<file path="src/rtl/core/bfht_pkg.sv">
// Shared types and constants of the best-fit hole table.
package bfht_pkg;

	localparam int unsigned MAX_HOLES    = 64;
	localparam int unsigned HEADER_BYTES = 16;
	localparam int unsigned IDX_W        = $clog2(MAX_HOLES);
	localparam int unsigned CNT_W        = $clog2(MAX_HOLES + 1);

	// Configuration register indexes
	localparam logic [1:0] REG_HEAP_CAPACITY = 2'd0;
	localparam logic [1:0] REG_HEAP_START    = 2'd1;
	localparam logic [1:0] REG_HEAP_END      = 2'd2;

	// Request kinds
	localparam logic ACT_ALLOC = 1'b0;
	localparam logic ACT_FREE  = 1'b1;

	// Result status codes
	localparam logic [1:0] STAT_OK      = 2'd0;
	localparam logic [1:0] STAT_NO_FIT  = 2'd1;
	localparam logic [1:0] STAT_FULL    = 2'd2;
	localparam logic [1:0] STAT_OUTSIDE = 2'd3;

	// Search token that walks the cell chain, one cell per cycle
	typedef struct packed {
		logic             vld;
		logic             found;
		logic             done;
		logic [31:0]      req_size;
		logic [IDX_W-1:0] best_idx;
		logic [31:0]      fit_bytes;
		logic [31:0]      best_start;
	} tok_t;

	// Table update command broadcast to every cell
	typedef struct packed {
		logic             shift;
		logic [IDX_W-1:0] shift_pos;
		logic             append;
		logic [31:0]      app_start;
		logic [31:0]      app_bytes;
		logic [CNT_W-1:0] count;
	} cell_ctrl_t;

endpackage

</file>
<file path="src/rtl/core/bfht_cell.sv">
// One table cell: holds a hole entry and advances the search token by one place.
module bfht_cell (
	input  logic                      clk,
	input  logic                      arst_n,
	input  logic [bfht_pkg::IDX_W-1:0] cell_idx,
	input  bfht_pkg::cell_ctrl_t      ctrl,
	input  logic [31:0]               nxt_start,
	input  logic [31:0]               nxt_bytes,
	input  bfht_pkg::tok_t            tok_in,
	output bfht_pkg::tok_t            tok_out,
	output logic [31:0]               ent_start,
	output logic [31:0]               ent_bytes
);

	logic [31:0]    start_q;
	logic [31:0]    bytes_q;
	bfht_pkg::tok_t tok_q;
	bfht_pkg::tok_t tok_nxt;
	logic           in_use;

	assign in_use = {1'b0, cell_idx} < ctrl.count;

	// Fold this entry into the running best fit
	always_comb begin
		tok_nxt = tok_in;
		if (tok_in.vld && !tok_in.done && in_use && (bytes_q >= tok_in.req_size)) begin
			if (bytes_q == tok_in.req_size) begin
				tok_nxt.found      = 1'b1;
				tok_nxt.done       = 1'b1;
				tok_nxt.best_idx   = cell_idx;
				tok_nxt.fit_bytes  = bytes_q;
				tok_nxt.best_start = start_q;
			end else if (!tok_in.found || (bytes_q < tok_in.fit_bytes)) begin
				tok_nxt.found      = 1'b1;
				tok_nxt.best_idx   = cell_idx;
				tok_nxt.fit_bytes  = bytes_q;
				tok_nxt.best_start = start_q;
			end
		end
	end

	// Token register
	always_ff @(posedge clk or negedge arst_n) begin
		if (!arst_n) begin
			tok_q <= '0;
		end else begin
			tok_q <= tok_nxt;
		end
	end

	// Entry: take the neighbor on removal, take new data on append
	always_ff @(posedge clk) begin
		if (ctrl.shift && (cell_idx >= ctrl.shift_pos)) begin
			start_q <= nxt_start;
			bytes_q <= nxt_bytes;
		end else if (ctrl.append && (cell_idx == ctrl.count[bfht_pkg::IDX_W-1:0])) begin
			start_q <= ctrl.app_start;
			bytes_q <= ctrl.app_bytes;
		end
	end

	assign tok_out   = tok_q;
	assign ent_start = start_q;
	assign ent_bytes = bytes_q;

endmodule

</file>
<file path="config.mk">
export PLATFORM = sky130hd
export DESIGN_NAME = bfht_cell
export DESIGN_NICKNAME = d
export VERILOG_FILES = /design/src/rtl/core/bfht_pkg.sv /design/src/rtl/core/bfht_cell.sv
export SDC_FILE = /design/constraint.sdc
export NUM_CORES = 1
export LEC_CHECK = 0
export BUFFER_PORTS_ARGS = -buffer_cell sky130_fd_sc_hd__buf_2
export CAP_MARGIN = 25
export CORE_AREA = 2 2 166 168
export CTS_BUF_LIST = sky130_fd_sc_hd__clkbuf_8 sky130_fd_sc_hd__clkbuf_16
export CTS_CLUSTER_DIAMETER = 100
export DETAILED_ROUTE_END_ITERATION = 6
export DIE_AREA = 0 0 168 170
export PLACE_DENSITY_LB_ADDON = 0.12
export SLEW_MARGIN = 40
export SYNTH_ARGS = -nofsm -noshare
export SYNTH_HDL_FRONTEND = slang
export SYNTH_SLANG_ARGS = --single-unit
</file>
<file path="constraint.sdc">
create_clock -name clk -period 3.65 [get_ports clk]
set_clock_uncertainty 0.05 [all_clocks]
set_input_delay 0.365 -clock clk [delete_from_list [all_inputs] [get_ports clk]]
set_output_delay 0.365 -clock clk [all_outputs]
set_load 0.02 [all_outputs]
</file>
==> reports/qor.txt, run 1 <==
end of the critical path -> tok_out[27]$_DFF_PN0_
worst setup path class -> input port to flip-flop
Post-Syn Nets -> 919
ratio of cells with drive above 1 in the final layout -> 56.0%
first-pass GRT wire length -> 36900 um
CTS tree -> done
Root Driver -> clkbuf_16
CTS buffer count -> 17
#FFs+latches synth -> 169
unrepaired setup endpoints after global routing -> false
max_cap viols -> 0
most common cell after layout, fill and taps aside -> buf_2
Slowest cell on crit path -> dlygate4sd3_1
WP buf/inv -> 4
Hold WS -> 22.9 ps
synth-to-layout area growth -> 40.9%
initial antenna violation count -> 4
largest net degree at the start of global routing -> 65
P_sw -> 0.00156 W
Starting Density -> 30.8%
max incr delay on CP -> 520 ps
site row count -> 60
Main synth FF type -> dfrtp_1
GRT Total Usage -> 17.3%
PwrDens -> 448 nW/um^2
CP max FO -> 38
leakage -> 5.74 nW
Final period util -> 82.9%
Slew headroom -> 50.0%
FF-to-FF setup slack -> 720 ps
Final nets -> 1376
Worst-Margin Slew -> 748 ps
FFs w/ async S/R, synth -> 62.1%
post-synth top area share -> 32.0%
Placed Instances -> 1344
num ports -> 425
FF-to-FF path depth -> 9
Post-route DRC -> 0
Clock Latency Late Sink -> 430 ps
peak supply drop -> 0.316 mV
setup TNS -> 0 ps
Vias per Instance -> 4.39
Seq pwr share -> 43.6%
CP Depth -> 12
CTS Buffer Depth -> 2
Die X -> 168 um
WL final -> 25100 um
crit path launch -> tok_in[97]
vias in the first global route -> 6345
I/O Buffers -> 424
register area share after synthesis -> 55.4%
Comb pwr share -> 22.0%
GPL Wtd Cong -> 0.785
Max Freq -> 331 MHz
type of origin of the critical path -> input port
final hold vios -> 0
Routed Antenna Nets -> 0
Post-Syn Area per Cell -> 14.0 um^2
Critical Path, Cell by Cell -> dlygate4sd3_1 -> buf_2 -> inv_1 -> ha_1 -> nand4_1 -> nor4_1 -> nand2_1 -> nand3_1 -> a211oi_2 -> nor3_4 -> buf_12 -> mux2_1
Die Span Y -> 170 um
Internal -> 0.00362 W
die area -> 28600 um^2
status -> finished clean
Final setup viols -> 0
Setup crit end kind -> flip-flop
Clock power frac -> 34.4%
final std cells w/o fill -> 1400
clk slew on worst S/H paths -> 70 ps
post-synthesis cell type count -> 37
clk sinks -> 169
Switching Share -> 30.1%
EDFF count, synth -> 64
H-tree Lvls -> 4
Cells after Synth -> 588
FF-to-FF Start -> ent_bytes[31]$_DFFE_PP_
WL per Instance -> 17.9 um
top post-synthesis cells by area -> dfrtp_1 32%, edfxtp_1 23%, mux2_2 13%
synthesized cell area -> 8220 um^2
first-pass iteration count of the detailed router -> 4
Ys Warns -> 0
delay-heaviest family, CP -> simple AND/OR/NAND/NOR gates
most frequent cells in the layout -> 423 x buf_2, 105 x dfrtp_1, 96 x mux2_2
dpl hpwl -> 19800 um
critical path arrival -> 3280 ps
Period minus WS final -> 3020 ps
HP Class -> input port to flip-flop
total gr overflow -> 0
r2r endpoint -> tok_out[27]$_DFF_PN0_
Final Max Slew Viols -> 0
initial DRC count -> 223
core box area -> 26700 um^2
cell taking the most area after synthesis -> dfrtp_1
vias post-DR -> 6145
Worst Path Required -> 3900 ps
## final cells by class
class	count	area, um^2
Sequential cell	169	4550
Timing Repair Buffer	452	2450
Antenna cell	1	2.50
Multi-Input combinational cell	329	3290
Clock inverter	15	144
Fill cell	2579	15100
Tap cell	341	427
Clock buffer	17	425
Inverter	76	285
## through the flow
stage	utilization, %	worst slack (ps)	cell area, um^2	total power (W)
2_1_floorplan	-	637	8220	0.00294
3_3_place_gp	40.4	605	10800	0.00344
3_5_place_dp	40.4	591	10800	0.00344
4_1_cts	43.3	592	11600	0.00527
5_1_grt	43.4	385	11600	0.00545
6_report	43.4	625	11600	0.00518
## registers in the layout, indices dropped and copies added (netlist names)
name / count
ent_bytes: 32
ent_start: 32
tok_out: 105
## worst reg2reg max path: cells and delay by family, from the launching register on
family / cells / cell delay, ps
and+or+nand+nor: 4 / 740
AOI/OAI and AO/OA: 2 / 480
buffers and inverters: 1 / 290
muxes: 1 / 410
DFF: 1 / 490
adders and majority gates: 1 / 360
## power groups by stage
| stage | registers [W] | logic [W] | clock network, W |
|---|---|---|---|
| global placement | 0.00230 | 0.00114 | 0 |
| global route | 0.00228 | 0.00125 | 0.00192 |
| CTS | 0.00226 | 0.00117 | 0.00185 |
| detailed placement | 0.00230 | 0.00114 | 0 |
| floorplan | 0.00250 | 0.000439 | 0 |
| finish | 0.00226 | 0.00114 | 0.00178 |
## kinds of logic (layout without fill, tap and decap cells)
kind of cell | Yosys count | count (layout) | synth area share, %
other | 0 | 1 | 0
adder cells (fa/ha/maj) | 75 | 75 | 11.4
AO/OA/AOI/OAI | 62 | 62 | 4.78
AND/OR/NAND/NOR | 58 | 58 | 3.84
flip-flops | 169 | 169 | 55.4
buffers and inverters | 90 | 560 | 4.84
multiplexers | 134 | 134 | 19.7
## metal layers
layer | part of all wire [%] | track usage [%] | wire, um
met1 | 39 | 19.5 | 9900
met4 | 1.2 | 4.54 | 293
met2 | 52 | 31.4 | 12900
met3 | 7.6 | 5.77 | 1900
met5 | 0.13 | 0 | 32
## synthesized netlist by cell type (all sizes together), types with 3 or more instances
master  instances
mux2          134
a21oi          27
edfxtp         64
a21o            7
nand4          14
nor4            4
nor3            4
o21ai          10
ha             75
nand2b          3
nand3           9
nor2            4
nand2          15
inv            76
dfrtp         105
buf            13
## how the worst min path moves through the flow
stage          startpoint                     to  slack, ps  depth (start not counted)
2_1_floorplan      arst_n   tok_out[0]$_DFF_PN0_         20                          0
3_3_place_gp       arst_n  tok_out[91]$_DFF_PN0_        410                          1
3_5_place_dp       arst_n  tok_out[90]$_DFF_PN0_        410                          1
4_1_cts        tok_in[84]  tok_out[84]$_DFF_PN0_          3                          1
5_1_grt        tok_in[83]  tok_out[83]$_DFF_PN0_          3                          1
6_report       tok_in[98]  tok_out[98]$_DFF_PN0_         20                          1
## what timing repair did
action | CTS | global route
hold buffers | 21 | 2
resized for setup | 0 | 0
hold endpoints to repair | 69 | 2
buffers inserted | 0 | 0
Power figures use the tool's default switching activity.
==> inputs of run 2 (changes only) <==
- clock period: 3.65 -> 2.88 ns (I/O delays scaled with it)
==> run 2 against run 1 <==
  * Sequential power increased by 26%
  * Cell count increased by 3.1%
  * Worst hold slack improved by 10 ps
  * Sequential share of layout area decreased by 1.7 points
  * Die area unchanged
  * Non-clock buffer count increased by 44
  * Clock-buffer cell count unchanged
==> reports/qor.txt, run 2 (same netlist as run 1, synthesis figures left out) <==
FF-to-FF setup slack -> 80 ps (-640 ps)
Final period util -> 99.1%
Worst-Margin Slew -> 637 ps (-111 ps)
CP Depth -> 13 (+1)
Core Util, Final -> 45.5% (+2.0 points)
initial antenna violation count -> 1 (-3)
Root Driver -> clkbuf_16
ratio of cells with drive above 1 in the final layout -> 57.7% (+1.8 points)
num ports -> 425 (unchanged)
CP max FO -> 13 (-66%)
I/O Buffers -> 424 (unchanged)
FF-to-FF Start -> ent_bytes[8]$_DFFE_PP_
setup TNS -> 0 ps (unchanged)
placed inst area -> 11000 um^2 (+2.2%)
Hold WS -> 33.1 ps (+10.2 ps)
fin area -> 12100 um^2 (+4.6%)
critical path arrival -> 3110 ps (-170 ps)
Worst Path Required -> 3140 ps (-760 ps)
type of origin of the critical path -> input port
initial DRC count -> 228 (+2.2%)
final hold vios -> 0 (unchanged)
r2r endpoint -> tok_out[19]$_DFF_PN0_
clk slew on worst S/H paths -> 70 ps (about the same)
die area -> 28600 um^2 (unchanged)
clk sinks -> 169 (unchanged)
Slew headroom -> 57.5% (+7.6 points)
largest net degree at the start of global routing -> 106 (+63%)
Slowest cell on crit path -> dlygate4sd3_1
Final nets -> 1420 (+3.2%)
synth-to-layout area growth -> 47.4%
crit path launch -> tok_in[101]
CTS tree -> done
Post-route DRC -> 0 (unchanged)
status -> finished clean
Max Freq -> 350 MHz
Clock Latency Late Sink -> 430 ps (about the same)
Period minus WS final -> 2850 ps
HP Class -> input port to flip-flop
peak supply drop -> 0.384 mV (+21%)
total gr overflow -> 0 (unchanged)
delay-heaviest family, CP -> buffers and inverters
worst setup path class -> input port to flip-flop
CTS Buffer Depth -> 2 (unchanged)
Final setup viols -> 0 (unchanged)
PwrDens -> 556 nW/um^2 (+24%)
Starting Density -> 30.8% (unchanged)
max incr delay on CP -> 530 ps (about the same)
most common cell after layout, fill and taps aside -> buf_2
crit-path most repeated cell -> buf_12
first-pass iteration count of the detailed router -> 4 (unchanged)
total power -> 0.00674 W (+30%)
vias in the first global route -> 6850 (+8.0%)
WL per Instance -> 17.8 um (-0.30%)
core box area -> 26700 um^2 (unchanged)
GPL Wtd Cong -> 0.792 (+0.93%)
Die X -> 168 um (unchanged)
Die Span Y -> 170 um (unchanged)
site row count -> 60 (unchanged)
Setup crit end kind -> flip-flop
FF-to-FF path depth -> 11 (+2)
Routed Antenna Nets -> 0 (unchanged)
dpl hpwl -> 20000 um (+0.85%)
max_cap viols -> 0 (unchanged)
first-pass GRT wire length -> 38300 um (+3.9%)
GRT Total Usage -> 17.9% (+0.54 points)
leakage -> 6.02 nW (+4.9%)
Critical Path, Cell by Cell -> dlygate4sd3_1 -> buf_2 -> inv_1 -> ha_1 -> nand4_1 -> nor4_2 -> nand2_4 -> nand3_2 -> a211oi_2 -> nor3_4 -> buf_12 -> buf_12 -> mux2_2
vias post-DR -> 6451 (+5.0%)
WL final -> 25800 um (+2.8%)
unrepaired setup endpoints after global routing -> true
Final Max Slew Viols -> 0 (unchanged)
Vias per Instance -> 4.47 (+1.8%)
WP buf/inv -> 5 (+1)
H-tree Lvls -> 4 (unchanged)
end of the critical path -> tok_out[19]$_DFF_PN0_
most frequent cells in the layout -> 423 x buf_2, 105 x dfrtp_1, 90 x mux2_2
max reg flops -> 105 (unchanged)
CTS buffer count -> 17 (unchanged)
[run 2: what timing repair did]
action                                 CTS  global route
setup endpoints to repair               69            70
hold buffers                            34             0
pin swaps                                2             1
setup buffers                            5             0
cloned                                   0             1
endpoints found under the hold margin  138             0
resized for setup                        4            18
[run 2: layout make-up]
class	count	area, um^2
fillers	2533	14500
repair buffers	496	2880
inverters	76	285
well taps	341	427
diodes	1	2.50
multi-input cells	329	3390
flip-flops and latches	169	4550
clock buffers	17	425
clock inverters	15	153
[run 2: how the worst min path moves through the flow]
| stage | cells past startpoint | endpoint | from |
|---|---|---|---|
| floorplan | 0 | tok_out[0]$_DFF_PN0_ | arst_n |
| global placement | 1 | tok_out[77]$_DFF_PN0_ | tok_in[77] |
| detailed placement | 1 | tok_out[77]$_DFF_PN0_ | tok_in[77] |
| CTS | 2 | tok_out[27]$_DFF_PN0_ | tok_in[27] |
| global route | 2 | tok_out[10]$_DFF_PN0_ | tok_in[10] |
| finish | 2 | tok_out[26]$_DFF_PN0_ | tok_in[26] |
[run 2: worst reg2reg max path, delay by kind of cell, from the launching register on]
family | cells | cell delay, ps
buffers and inverters | 3 | 550
and+or+nand+nor | 1 | 190
adders and majority gates | 1 | 170
DFF | 1 | 440
AOI/OAI and AO/OA | 5 | 950
muxes | 1 | 340
[run 2: per-stage QoR]
step           instances  setup slack (ps)
2_1_floorplan        588               185
3_3_place_gp        1371             -97.0
3_5_place_dp        1371              -157
4_1_cts             1442              5.23
5_1_grt             1444              -111
6_report            1444              26.7
[run 2: report_power, final]
part | internal [W] | total [W] | switching (W)
combinational | 0.000718 | 0.00157 | 0.000853
clock | 0.00128 | 0.00232 | 0.00103
sequential | 0.00274 | 0.00285 | 0.000108
total | 0.00474 | 0.00674 | 0.00199
[run 2: metal layers]
layer,track usage (%),up-vias,wire length (um)
met5,0,-,0
met4,4.69,0,328
met3,5.07,18,1800
met2,32.7,259,13300
met1,20.5,3051,10400
li1,-,3123,-
==> inputs of run 3 (changes only) <==
- BUFFER_PORTS_ARGS: -buffer_cell sky130_fd_sc_hd__buf_2 -> default
- DONT_BUFFER_PORTS: default -> 1
==> run 3 against run 2 <==
  * First-iteration DRC count decreased by 26%
  * Sequential power increased by 9.1%
  * Non-clock buffer count decreased by 324
  * Flip-flop and latch count unchanged
  * Via count is 16% lower
  * Worst setup slack lost 6.9 ps
  * Clock-buffer cell count increased by 1
  * Routed wire length is 2.1% lower
  * Die area unchanged
  * Power shrank 3.9%
  * Critical path depth down 4
==> reports/qor.txt, run 3 (same netlist as run 1, synthesis figures left out) <==
Root Driver -> clkbuf_16
CTS buffer count -> 17 (unchanged)
clk slew on worst S/H paths -> 80 ps (about the same)
WL met1 -> 9330 um (-9.9%)
H-tree Lvls -> 4 (unchanged)
r2r endpoint -> tok_out[57]$_DFF_PN0_
Final period util -> 99.3% (+0.24 points)
most common cell after layout, fill and taps aside -> dlygate4sd3_1
Worst Path Required -> 3120 ps (-20 ps)
WL per Instance -> 22.5 um (+26%)
hold path startpoint -> cell_idx[4]
Final setup viols -> 0 (unchanged)
status -> finished clean
FF-to-FF path depth -> 9 (-2)
num ports -> 425 (unchanged)
first-pass iteration count of the detailed router -> 4 (unchanged)
Clock Latency Late Sink -> 420 ps (about the same)
largest net degree at the start of global routing -> 106 (unchanged)
dpl hpwl -> 18500 um (-7.2%)
Period minus WS final -> 2860 ps (+6.95 ps)
Die X -> 168 um (unchanged)
initial DRC count -> 169 (-26%)
synth-to-layout area growth -> 34.1%
critical path arrival -> 3100 ps (about the same)
Final nets -> 1096 (-23%)
Max Freq -> 350 MHz (-0.24%)
I/O Buffers -> 0 (-100%)
metal3 WL -> 1920 um (+6.6%)
CTS Buffer Depth -> 2 (unchanged)
Setup crit end kind -> flip-flop
leakage -> 4.82 nW (-20%)
site row count -> 60 (unchanged)
GPL Wtd Cong -> 0.754 (-4.8%)
type of origin of the critical path -> flip-flop
most frequent cells in the layout -> 110 x dlygate4sd3_1, 105 x dfrtp_1, 90 x mux2_2
Top Layer Used -> met4
unrepaired setup endpoints after global routing -> true
Worst Hold Path EP -> tok_out[68]$_DFF_PN0_
FF-to-FF Start -> ent_bytes[7]$_DFFE_PP_
fill count -> 2473 (-2.4%)
vias in the first global route -> 6001 (-12%)
CP max FO -> 15 (+2)
initial antenna violation count -> 0 (-1)
WL final -> 25200 um (-2.1%)
worst hold path depth -> 1 (-1)
peak supply drop -> 0.302 mV (-21%)
fin area -> 11000 um^2 (-9.1%)
core box area -> 26700 um^2 (unchanged)
die area -> 28600 um^2 (unchanged)
Die Span Y -> 170 um (unchanged)
first-pass GRT wire length -> 36300 um (-5.4%)
ratio of cells with drive above 1 in the final layout -> 31.7% (-26 points)
HP Class -> input port to flip-flop
clk sinks -> 169 (unchanged)
Vias per Instance -> 4.82 (+7.9%)
setup TNS -> 0 ps (unchanged)
worst setup path class -> flip-flop to flip-flop
Post-route DRC -> 0 (unchanged)
Starting Density -> 30.8% (unchanged)
PwrDens -> 588 nW/um^2 (+5.7%)
FF-to-FF setup slack -> 20 ps (-60 ps)
CTS tree -> done
vias post-DR -> 5392 (-16%)
ANT cells -> 0 (-1)
final hold vios -> 0 (unchanged)
Worst-Margin Slew -> 591 ps (-45.6 ps)
crit path launch -> ent_bytes[7]$_DFFE_PP_
max_cap viols -> 0 (unchanged)
max reg flops -> 105 (unchanged)
Reg area -> 4550 um^2 (unchanged)
Core Util, Final -> 41.3% (-4.1 points)
GRT Total Usage -> 17.1% (-0.79 points)
total power -> 0.00648 W (-3.9%)
area of the multi-input gates -> 3480 um^2 (+2.5%)
placed inst area -> 9020 um^2 (-18%)
Hold WS -> 25.2 ps (-7.88 ps)
Final Max Slew Viols -> 0 (unchanged)
Routed Antenna Nets -> 0 (unchanged)
routed wl met2 -> 13700 um (+2.8%)
Slew headroom -> 60.6% (+3.0 points)
total gr overflow -> 0 (unchanged)
==> run 3: worst max-delay path by stage <==
stage                                        to  slack [ps]  cells after the start
after detailed placement  tok_out[24]$_DFF_PN0_        -130                     11
after CTS                 tok_out[25]$_DFF_PN0_          -5                     11
after floorplan            tok_out[0]$_DFF_PN0_         180                      9
final                     tok_out[57]$_DFF_PN0_          20                      9
after global routing      tok_out[61]$_DFF_PN0_        -100                     11
after global placement    tok_out[39]$_DFF_PN0_         -90                     11
==> run 3: what timing repair did <==
item                       CTS  global route
resized for setup            8            28
setup buffers                2            10
hold endpoints to repair   209             0
hold buffers               111             0
pin swaps                    4            10
gates cloned                 0             1
setup endpoints to repair   67            68
==> run 3: power breakdown <==
part / internal (W) / switching (W) / total, W
Clock: 0.00116 / 0.00107 / 0.00223
Combinational: 0.000598 / 0.000543 / 0.00114
Sequential: 0.00275 / 0.000362 / 0.00311
==> run 3: area by class of cell <==
cell class | count | area share (%)
clock buffers | 18 | 3.99
clock inverters | 14 | 1.03
inverters | 76 | 2.59
multi-input cells | 329 | 31.6
flip-flops and latches | 169 | 41.3
well taps | 341 | 3.87
repair buffers | 172 | 15.7
==> run 3: critical path, cell delays in order (launching register included) <==
cell      delay [ps]
edfxtp_1         460
ha_4             310
nand4_1          160
a2111o_1         440
o211ai_1         190
a211oi_2         170
nor3_4           260
buf_4            190
buf_12           160
mux2_2           350
==> run 3: metrics by stage <==
step	setup slack [ps]	cells
final	19.8	1119
after global placement	-94.1	963
after detailed placement	-127	963
after floorplan	185	588
after CTS	-4.91	1108
after global routing	-101	1119
==> run 3: routing by layer <==
layer / vias up / global-route usage (%)
met5: - / 0
met4: 0 / 4.16
met3: 15 / 4.98
met2: 270 / 32.5
met1: 2645 / 18.6
li1: 2462 / -
